$ cat src/hdl/kts_pkg.sv
// Shared types and constants for the keyword token scanner.
package kts_pkg;

    typedef enum logic [1:0] {
        MODE_IDLE   = 2'd0,
        MODE_IDENT  = 2'd1,
        MODE_NUMBER = 2'd2,
        MODE_HALT   = 2'd3
    } scan_mode_t;

    localparam int NUM_KEYWORDS = 6;
    localparam int NUM_OPS      = 10;
    localparam int KW_MAX_CHARS = 8;

    localparam logic [4:0] KIND_END      = 5'd0;
    localparam logic [4:0] KIND_IDENT    = 5'd1;
    localparam logic [4:0] KIND_NUMBER   = 5'd2;
    localparam logic [4:0] KIND_KEYWORD0 = 5'd3;
    localparam logic [4:0] KIND_OP0      = 5'd9;
    localparam logic [4:0] KIND_ERROR    = 5'd19;

    localparam logic [7:0] CH_NUL        = 8'h00;
    localparam logic [7:0] CH_UNDERSCORE = 8'h5F;
    localparam logic [7:0] CH_DOT        = 8'h2E;

    // keyword spellings, padded with NUL
    localparam logic [7:0] KW_CHARS [NUM_KEYWORDS][KW_MAX_CHARS] = '{
        '{8'h69, 8'h6E, 8'h74, 8'h65, 8'h67, 8'h65, 8'h72, 8'h00}, // integer
        '{8'h66, 8'h6C, 8'h6F, 8'h61, 8'h74, 8'h00, 8'h00, 8'h00}, // float
        '{8'h74, 8'h65, 8'h00, 8'h00, 8'h00, 8'h00, 8'h00, 8'h00}, // te
        '{8'h64, 8'h65, 8'h6B, 8'h68, 8'h61, 8'h6F, 8'h00, 8'h00}, // dekhao
        '{8'h6A, 8'h6F, 8'h64, 8'h69, 8'h00, 8'h00, 8'h00, 8'h00}, // jodi
        '{8'h6E, 8'h61, 8'h68, 8'h6F, 8'h6C, 8'h65, 8'h00, 8'h00}  // nahole
    };
    localparam logic [3:0] KW_LEN [NUM_KEYWORDS] = '{4'd7, 4'd5, 4'd2, 4'd6, 4'd4, 4'd6};

    // + - * / ( ) { } > =
    localparam logic [7:0] OP_CHARS [NUM_OPS] = '{
        8'h2B, 8'h2D, 8'h2A, 8'h2F, 8'h28, 8'h29, 8'h7B, 8'h7D, 8'h3E, 8'h3D
    };

    typedef struct packed {
        logic [4:0]  kind;
        logic [31:0] start;
        logic [15:0] length;
        logic        saturated;
        logic        last;
    } token_t;

endpackage

$ cat src/hdl/keyword_token_scanner_unit.sv
// Streaming lexical scanner: one source byte in, up to two tokens out.
//
//  channel | signals                                  | direction
//  --------+------------------------------------------+----------
//  text    | text_valid text_ready text_byte           | in
//          | end_of_text                               |
//  token   | token_valid token_ready token_kind        | out
//          | token_start token_length length_saturated |
//          | last_of_run                               |
//
// Flow: a byte is classified and the scan state advanced in the cycle it is
// accepted; its tokens are written into a four-word output queue and appear
// on the token port from the next cycle on, one word per cycle while token_ready
// is high. One byte per clock is sustained while each byte yields at most one
// token and tokens drain; a byte that closes a token and opens an operator or END
// pushes two words. Reset clears the scan state, the offset counter and the queue
// at once. Stalls: text_ready drops when fewer than two queue slots are free.
module keyword_token_scanner_unit #(
    parameter int OFFSET_BITS = 32,
    parameter int LENGTH_BITS = 16
) (
    input  logic                clk,
    input  logic                rst_n,

    input  logic                text_valid,
    output logic                text_ready,
    input  logic [7:0]          text_byte,
    input  logic                end_of_text,

    output logic                token_valid,
    input  logic                token_ready,
    output logic [4:0]          token_kind,
    output logic [31:0]         token_start,
    output logic [15:0]         token_length,
    output logic                length_saturated,
    output logic                last_of_run
);
    import kts_pkg::*;

    localparam int PLEN_BITS   = LENGTH_BITS + 1;
    localparam int QUEUE_DEPTH = 4;
    localparam int QPTR_BITS   = 2;
    localparam int QCNT_BITS   = 3;

    // ------------------------------------------------------------------
    // Scan state
    // ------------------------------------------------------------------
    scan_mode_t                 mode_reg, mode_next;
    logic [OFFSET_BITS-1:0]     offset_reg, offset_next;
    logic [OFFSET_BITS-1:0]     pstart_reg, pstart_next;
    logic [PLEN_BITS-1:0]       plen_reg, plen_next;
    logic [NUM_KEYWORDS-1:0]    alive_reg, alive_next;

    // Output queue
    token_t                     queue_reg [QUEUE_DEPTH];
    logic [QPTR_BITS-1:0]       wr_ptr_reg, wr_ptr_next;
    logic [QPTR_BITS-1:0]       rd_ptr_reg, rd_ptr_next;
    logic [QCNT_BITS-1:0]       count_reg, count_next;

    logic                       accept;
    logic                       pop;
    logic                       at_end;
    logic                       is_letter, is_digit, is_space, is_op;
    logic                       ident_char, number_char;
    logic                       extend, flush;
    logic [4:0]                 op_kind;
    logic [4:0]                 flush_kind;
    logic [NUM_KEYWORDS-1:0]    alive_extend, alive_start;
    logic [PLEN_BITS-1:0]       plen_inc;
    token_t                     res0, res1;
    logic [1:0]                 res_count;

    // Reported length: saturate to LENGTH_BITS, then fit into 16 bits.
    function automatic logic [15:0] fit_length(input logic [PLEN_BITS-1:0] len);
        logic [LENGTH_BITS-1:0]    sat_len;
        logic [LENGTH_BITS+15:0]   wide;
        sat_len = len[LENGTH_BITS] ? {LENGTH_BITS{1'b1}} : len[LENGTH_BITS-1:0];
        wide    = {16'b0, sat_len};
        return wide[15:0];
    endfunction

    function automatic logic [31:0] fit_offset(input logic [OFFSET_BITS-1:0] off);
        logic [OFFSET_BITS+31:0] wide;
        wide = {32'b0, off};
        return wide[31:0];
    endfunction

    function automatic token_t make_token(input logic [4:0] kind,
                                          input logic [OFFSET_BITS-1:0] start,
                                          input logic [PLEN_BITS-1:0] len);
        token_t t;
        t.kind      = kind;
        t.start     = fit_offset(start);
        t.length    = fit_length(len);
        t.saturated = len[LENGTH_BITS];
        t.last      = 1'b0;
        return t;
    endfunction

    assign accept = text_valid && text_ready;
    assign pop    = token_valid && token_ready;

    // ------------------------------------------------------------------
    // Byte classification
    // ------------------------------------------------------------------
    always_comb
    begin
        at_end    = end_of_text || (text_byte == CH_NUL);
        is_letter = text_byte inside {[8'h41:8'h5A], [8'h61:8'h7A]};
        is_digit  = text_byte inside {[8'h30:8'h39]};
        is_space  = text_byte inside {8'h20, [8'h09:8'h0D]};
        is_op     = 1'b0;
        op_kind   = KIND_ERROR;
        for (int k = 0; k < NUM_OPS; k++)
        begin
            if (text_byte == OP_CHARS[k])
            begin
                is_op   = 1'b1;
                op_kind = KIND_OP0 + 5'(k);
            end
        end
        ident_char  = is_letter || is_digit || (text_byte == CH_UNDERSCORE);
        number_char = is_digit || (text_byte == CH_DOT);
    end

    // ------------------------------------------------------------------
    // Keyword candidates: drop each keyword whose next character disagrees
    // ------------------------------------------------------------------
    always_comb
    begin
        for (int k = 0; k < NUM_KEYWORDS; k++)
        begin
            if (plen_reg >= PLEN_BITS'(KW_LEN[k]))
                alive_extend[k] = 1'b0;
            else
                alive_extend[k] = alive_reg[k] && (KW_CHARS[k][plen_reg[2:0]] == text_byte);
            alive_start[k] = (KW_CHARS[k][0] == text_byte);
        end
    end

    // Hold the length once it passes the field's maximum.
    assign plen_inc = plen_reg[LENGTH_BITS] ? plen_reg : plen_reg + PLEN_BITS'(1);

    // Kind of the pending token when it closes
    always_comb
    begin
        flush_kind = (mode_reg == MODE_IDENT) ? KIND_IDENT : KIND_NUMBER;
        if (mode_reg == MODE_IDENT)
        begin
            for (int k = 0; k < NUM_KEYWORDS; k++)
            begin
                if (alive_reg[k] && (plen_reg == PLEN_BITS'(KW_LEN[k])))
                    flush_kind = KIND_KEYWORD0 + 5'(k);
            end
        end
    end

    // ------------------------------------------------------------------
    // Scan step: next state and up to two result words
    // ------------------------------------------------------------------
    always_comb
    begin
        mode_next   = mode_reg;
        offset_next = offset_reg;
        pstart_next = pstart_reg;
        plen_next   = plen_reg;
        alive_next  = alive_reg;
        res0        = '0;
        res1        = '0;
        res_count   = 2'd0;

        extend = ((mode_reg == MODE_IDENT) && !at_end && ident_char) ||
                 ((mode_reg == MODE_NUMBER) && !at_end && number_char);
        flush  = ((mode_reg == MODE_IDENT) || (mode_reg == MODE_NUMBER)) && !extend;

        if (extend)
        begin
            // grow the open token
            plen_next   = plen_inc;
            if (mode_reg == MODE_IDENT)
                alive_next = alive_extend;
            offset_next = offset_reg + OFFSET_BITS'(1);
        end
        else
        begin
            if (flush)
            begin
                res0      = make_token(flush_kind, pstart_reg, plen_reg);
                res_count = 2'd1;
                mode_next = MODE_IDLE;
                plen_next = '0;
                alive_next = '1;
            end

            if (at_end)
            begin
                // emit END and start over for the next text
                if (res_count == 2'd0)
                    res0 = make_token(KIND_END, offset_reg, '0);
                else
                    res1 = make_token(KIND_END, offset_reg, '0);
                res_count   = res_count + 2'd1;
                mode_next   = MODE_IDLE;
                offset_next = '0;
                pstart_next = '0;
                plen_next   = '0;
                alive_next  = '1;
            end
            else
            begin
                offset_next = offset_reg + OFFSET_BITS'(1);
                if ((mode_reg == MODE_HALT) || is_space)
                begin
                    // drop the byte
                end
                else if (ident_char)
                begin
                    mode_next   = is_digit ? MODE_NUMBER : MODE_IDENT;
                    pstart_next = offset_reg;
                    plen_next   = PLEN_BITS'(1);
                    alive_next  = is_digit ? '1 : alive_start;
                end
                else
                begin
                    if (res_count == 2'd0)
                        res0 = make_token(op_kind, offset_reg, PLEN_BITS'(1));
                    else
                        res1 = make_token(op_kind, offset_reg, PLEN_BITS'(1));
                    res_count = res_count + 2'd1;
                    if (!is_op)
                        mode_next = MODE_HALT;
                end
            end
        end

        // mark the final word of this byte
        if (res_count == 2'd1)
            res0.last = 1'b1;
        if (res_count == 2'd2)
            res1.last = 1'b1;
    end

    always_ff @(posedge clk or negedge rst_n)
    begin
        if (!rst_n)
        begin
            mode_reg   <= MODE_IDLE;
            offset_reg <= '0;
            pstart_reg <= '0;
            plen_reg   <= '0;
            alive_reg  <= '1;
        end
        else if (accept)
        begin
            mode_reg   <= mode_next;
            offset_reg <= offset_next;
            pstart_reg <= pstart_next;
            plen_reg   <= plen_next;
            alive_reg  <= alive_next;
        end
    end

    // ------------------------------------------------------------------
    // Output queue: advance write pointer by the number of words pushed
    // ------------------------------------------------------------------
    always_comb
    begin
        wr_ptr_next = wr_ptr_reg;
        rd_ptr_next = rd_ptr_reg;
        count_next  = count_reg;
        if (accept)
        begin
            wr_ptr_next = wr_ptr_reg + QPTR_BITS'(res_count);
            count_next  = count_next + QCNT_BITS'(res_count);
        end
        if (pop)
        begin
            rd_ptr_next = rd_ptr_reg + QPTR_BITS'(1);
            count_next  = count_next - QCNT_BITS'(1);
        end
    end

    always_ff @(posedge clk or negedge rst_n)
    begin
        if (!rst_n)
        begin
            wr_ptr_reg <= '0;
            rd_ptr_reg <= '0;
            count_reg  <= '0;
        end
        else
        begin
            wr_ptr_reg <= wr_ptr_next;
            rd_ptr_reg <= rd_ptr_next;
            count_reg  <= count_next;
        end
    end

    always_ff @(posedge clk)
    begin
        if (accept && (res_count != 2'd0))
            queue_reg[wr_ptr_reg] <= res0;
        if (accept && (res_count == 2'd2))
            queue_reg[wr_ptr_reg + QPTR_BITS'(1)] <= res1;
    end

    // take a byte only with room for two words
    assign text_ready       = (count_reg <= QCNT_BITS'(QUEUE_DEPTH - 2));
    assign token_valid      = (count_reg != '0);
    assign token_kind       = queue_reg[rd_ptr_reg].kind;
    assign token_start      = queue_reg[rd_ptr_reg].start;
    assign token_length     = queue_reg[rd_ptr_reg].length;
    assign length_saturated = queue_reg[rd_ptr_reg].saturated;
    assign last_of_run      = queue_reg[rd_ptr_reg].last;

endmodule

$ cat config.mk
export PLATFORM = sky130hd
export DESIGN_NAME = keyword_token_scanner_unit
export DESIGN_NICKNAME = d
export VERILOG_FILES = /design/src/hdl/kts_pkg.sv /design/src/hdl/keyword_token_scanner_unit.sv
export SDC_FILE = /design/constraint.sdc
export NUM_CORES = 1
export LEC_CHECK = 0
export ABC_AREA = 1
export BUFFER_PORTS_ARGS = -buffer_cell sky130_fd_sc_hd__buf_2
export CORE_AREA = 2 2 287 218
export CTS_CLUSTER_DIAMETER = 80
export CTS_CLUSTER_SIZE = 25
export DETAILED_ROUTE_END_ITERATION = 7
export DIE_AREA = 0 0 289 220
export HOLD_SLACK_MARGIN = 0.03
export PLACE_DENSITY_LB_ADDON = 0.1
export SETUP_SLACK_MARGIN = 0.1
export SYNTH_ARGS = -nofsm -noshare
export SYNTH_HDL_FRONTEND = slang
export SYNTH_SLANG_ARGS = --single-unit
export TNS_END_PERCENT = 20
$ cat constraint.sdc
create_clock -name clk -period 5.9 [get_ports clk]
set_input_delay 0.59 -clock clk [delete_from_list [all_inputs] [get_ports clk]]
set_output_delay 0.59 -clock clk [all_outputs]
set_load 0.01 [all_outputs]
==> qor.yml <==
placed_design:
  dp.cells: 3042
  postPlaceCellArea_mm2: 0.0189
  gp_congestion: 0.871
  detailedPlace.worstSlack_ns: 1.20
  dp_hpwl_um: 41200
  port_buffers: 69
sta:
  min_period_ns: 4.08
  fmax_mhz: 245
  setup_viol: 0
  worstMarginPinSlew_ns: 1.23
  fin_ws_ns: 1.82
  finalCritPeriodShare: 0.692
  slew_violations: 0
  fin_skew_ns: 0.0256
  hold_violations: 0
  rsz0062_at_grt: "false"
  relSlewSlack: 0.174
  fin_setup_tns_ns: 0
yosys:
  synth_cell_types: 51
  yosysTopAreaCellShare: 0.260
  ys_async_sr_fraction: 0.304
  synth_seq_cells: 316
  syn-cell-area_mm2: 0.0180
  syn_inst: 2292
  yosys_most_used_dff: "edfxtp_1"
  yosys_warnings: 0
  yosysSeqAreaShare: 0.465
  syn-num-nets: 2320
  synth_edf_count: 156
  synth_area_per_cell_um2: 7.87
  synth_top_cell_by_area: "edfxtp_1"
  synth_area_leaders: "edfxtp_1 (26%), dfrtp_1 (12%), o21ai_0 (8.0%), nand2_1 (7.7%), nor2_1 (7.7%)"
min_path:
  min-delay-path-class: "primary input to flop"
  hp-start: "token_ready"
routing:
  drt_pre_antenna_iters: 5
  drt_iter0_drc: 1269
  vias_per_cell: 5.32
  vias: 16500
  drc: 0
  wl_per_cell_um: 21.2
  wl_um: 65500
  detail-route-antenna-nets: 0
setup_path:
  path_class: "primary input to flop"
  path_common_cell: "nand3_2"
  worstPathRequired_ns: 6.36
  critPathMaxStageDelay_ns: 0.99
  crit_fanout: 36
  path_buf_inv: 4
  r2r_start: "mode_reg[0]"
  end_kind: "flop"
  startpoint: "text_byte[1]"
  cp-start-kind: "primary input"
  crit_path_top_delay_cell: "inv_2"
  crit_arrival_ns: 4.55
  critical-path-top-delay-family: "simple AND/OR/NAND/NOR gates"
  path_cells: "buf_2 > nor2_2 > nand2_1 > o21bai_1 > buf_4 > nor2_1 > nand2_4 > nand3_2 > inv_2 > ha_1 > nand3_1 > nor2_1 > nand3_2 > a21oi_4 > nand3_2 > inv_2 > nand2_1 > o21ai_1"
cells_and_area:
  n_antenna_cell: 0
  fin_area_mm2: 0.0199
  fin_nets: 2291
  drive_above_1_share: 0.110
  largest_register_ffs: 220
  syn2layout_area_growth_pct: 10.4
  final_cells: 3095
cts:
  post-cts-setup-buffer-count: 0
  insertion_delay_ns: 0.60
  hold_buffers: 1
  h-tree-depth: 1
  cts_buffers: 28
  cts_buffer_depth: 3
  cts_tree: "yes"
  cts_resized: 0
  cts-root-buf: "clkbuf_16"
  clock_sinks: 316
  clk_pin_slew_ns: 0.10
floorplan:
  coreArea_mm2: 0.0611
  dieHeight_um: 220
  die_area_mm2: 0.0636
  die_w_um: 289
  start_util: 0.295
  ios: 70
  row_count: 79
grt:
  grt_max_degree: 113
  grt_pass1_wl_um: 101000
  track_usage: 0.206
  grt_pass1_vias: 16000
  overflow: 0
  antenna_found_initial: 2
power_and_ir_drop:
  ir_drop_mv: 0.391
  powerDensity_mw_per_mm2: 483
  leakage_uw: 0.00773
outcome:
  status: "finished clean"
run:
  cap_violations: 0
## metrics by stage
stage / hold slack (ns) / util / power (µW)
floorplan: 0.294 / - / 5980
global placement: 0.451 / 0.309 / 7580
detailed placement: 0.463 / 0.309 / 7590
CTS: 0.305 / 0.326 / 9660
global route: 0.370 / 0.326 / 10200
finish: 0.321 / 0.326 / 9610
## routing by layer
| metal | GRT usage | part of all wire | vias to the layer above | wire length (µm) |
|---|---|---|---|---|
| li1 | - | - | 7878 | - |
| met5 | 0 | 0 | - | 0 |
| met1 | 0.318 | 0.51 | 7979 | 33200 |
| met2 | 0.305 | 0.42 | 536 | 27400 |
| met3 | 0.0258 | 0.056 | 71 | 3680 |
| met4 | 0.0404 | 0.018 | 0 | 1200 |
## final timing paths
kind / endpoint / slack [ns] / depth (start not counted)
worst max-delay path: queue_reg[0][41] / 1.82 / 18
worst min-delay path: rd_ptr_reg[0] / 0.32 / 3
worst max register to register: queue_reg[0][41] / 1.93 / 14
worst min register to register: queue_reg[3][7] / 0.48 / 2
max in group asynchronous: pstart_reg[4] / 4.10 / 3
min in group asynchronous: plen_reg[3] / 0.45 / 2
## cell usage after synthesis (5+ instances only)
master      n
nand2_1   369
nor2_1    369
o21ai_0   289
edfxtp_1  156
nand4_1   132
nand3_1   117
inv_1     116
a21oi_1    94
dfrtp_1    90
clkbuf_1   79
o22ai_1    66
dfxtp_1    64
buf_2      57
o21ai_1    53
nor3_1     38
xor2_1     31
a21oi_2    30
buf_4      15
ha_1       14
nand2_2    12
inv_2      11
buf_6      10
nor4_1     10
o31ai_1     9
dfstp_2     6
nand3_2     6
nor2_2      5
## logic make-up after synthesis
| kind of cell | synth area share |
|---|---|
| muxes | 0.000555 |
| buffers and inverters | 0.0736 |
| and+or+nand+nor | 0.266 |
| adders and majority gates | 0.0108 |
| xor gates and xnor gates | 0.0160 |
| DFF | 0.465 |
| AOI/OAI and AO/OA | 0.169 |
## worst reg2reg max path, stage by stage (launching register included)
cell and delay (ns):
dfrtp_1 0.39, inv_1 0.08, ha_1 0.41, inv_1 0.16
nand3_2 0.11, inv_2 0.07, ha_1 0.13, nand3_1 0.08
nor2_1 0.14, nand3_2 0.14, a21oi_4 0.24, nand3_2 0.61
inv_2 1.00, nand2_1 0.15, o21ai_1 0.12
## power breakdown
part	switching (µW)	total, µW	leakage [µW]	internal [µW]
registers	321	3140	0.00334	2820
clock network	1060	2060	0.000486	994
logic	3300	4410	0.00390	1100
## final cells by class
| class | count | area (µm²) |
|---|---|---|
| timing repair buffer | 107 | 636 |
| tap | 810 | 1010 |
| sequential | 316 | 8380 |
| fill | 6523 | 41200 |
| inverter | 129 | 490 |
| clock inverter | 23 | 297 |
| clock buffer | 29 | 704 |
| multi-input combinational | 1681 | 8380 |
## placed cells by master, fill, tap and decap left out, types with 3 or more instances in the layout
cell type,synthesis,routed
inv_2,11,11
xor2_1,31,31
buf_2,57,68
nand3_1,117,117
nor2_4,3,6
nor2_2,5,6
nand2_2,12,15
o21ai_0,289,289
nand3_2,6,6
clkinv_4,0,5
a31oi_1,3,3
inv_6,1,6
inv_1,116,115
dfxtp_1,64,64
buf_4,15,38
a21oi_1,94,94
dfstp_2,6,6
inv_12,0,5
o21bai_1,3,3
nand2_4,4,5
a211oi_1,3,3
o22ai_1,66,66
nand4_1,132,132
nor4_1,10,10
nor3b_1,4,4
o31ai_1,9,9
ha_1,14,14
nand2_1,369,365
a21oi_2,30,29
clkbuf_16,0,28
edfxtp_1,156,156
dfrtp_1,90,88
o21ai_1,53,53
nor3_1,38,38
nor2_1,369,365
(Power assumes the default switching activity.)
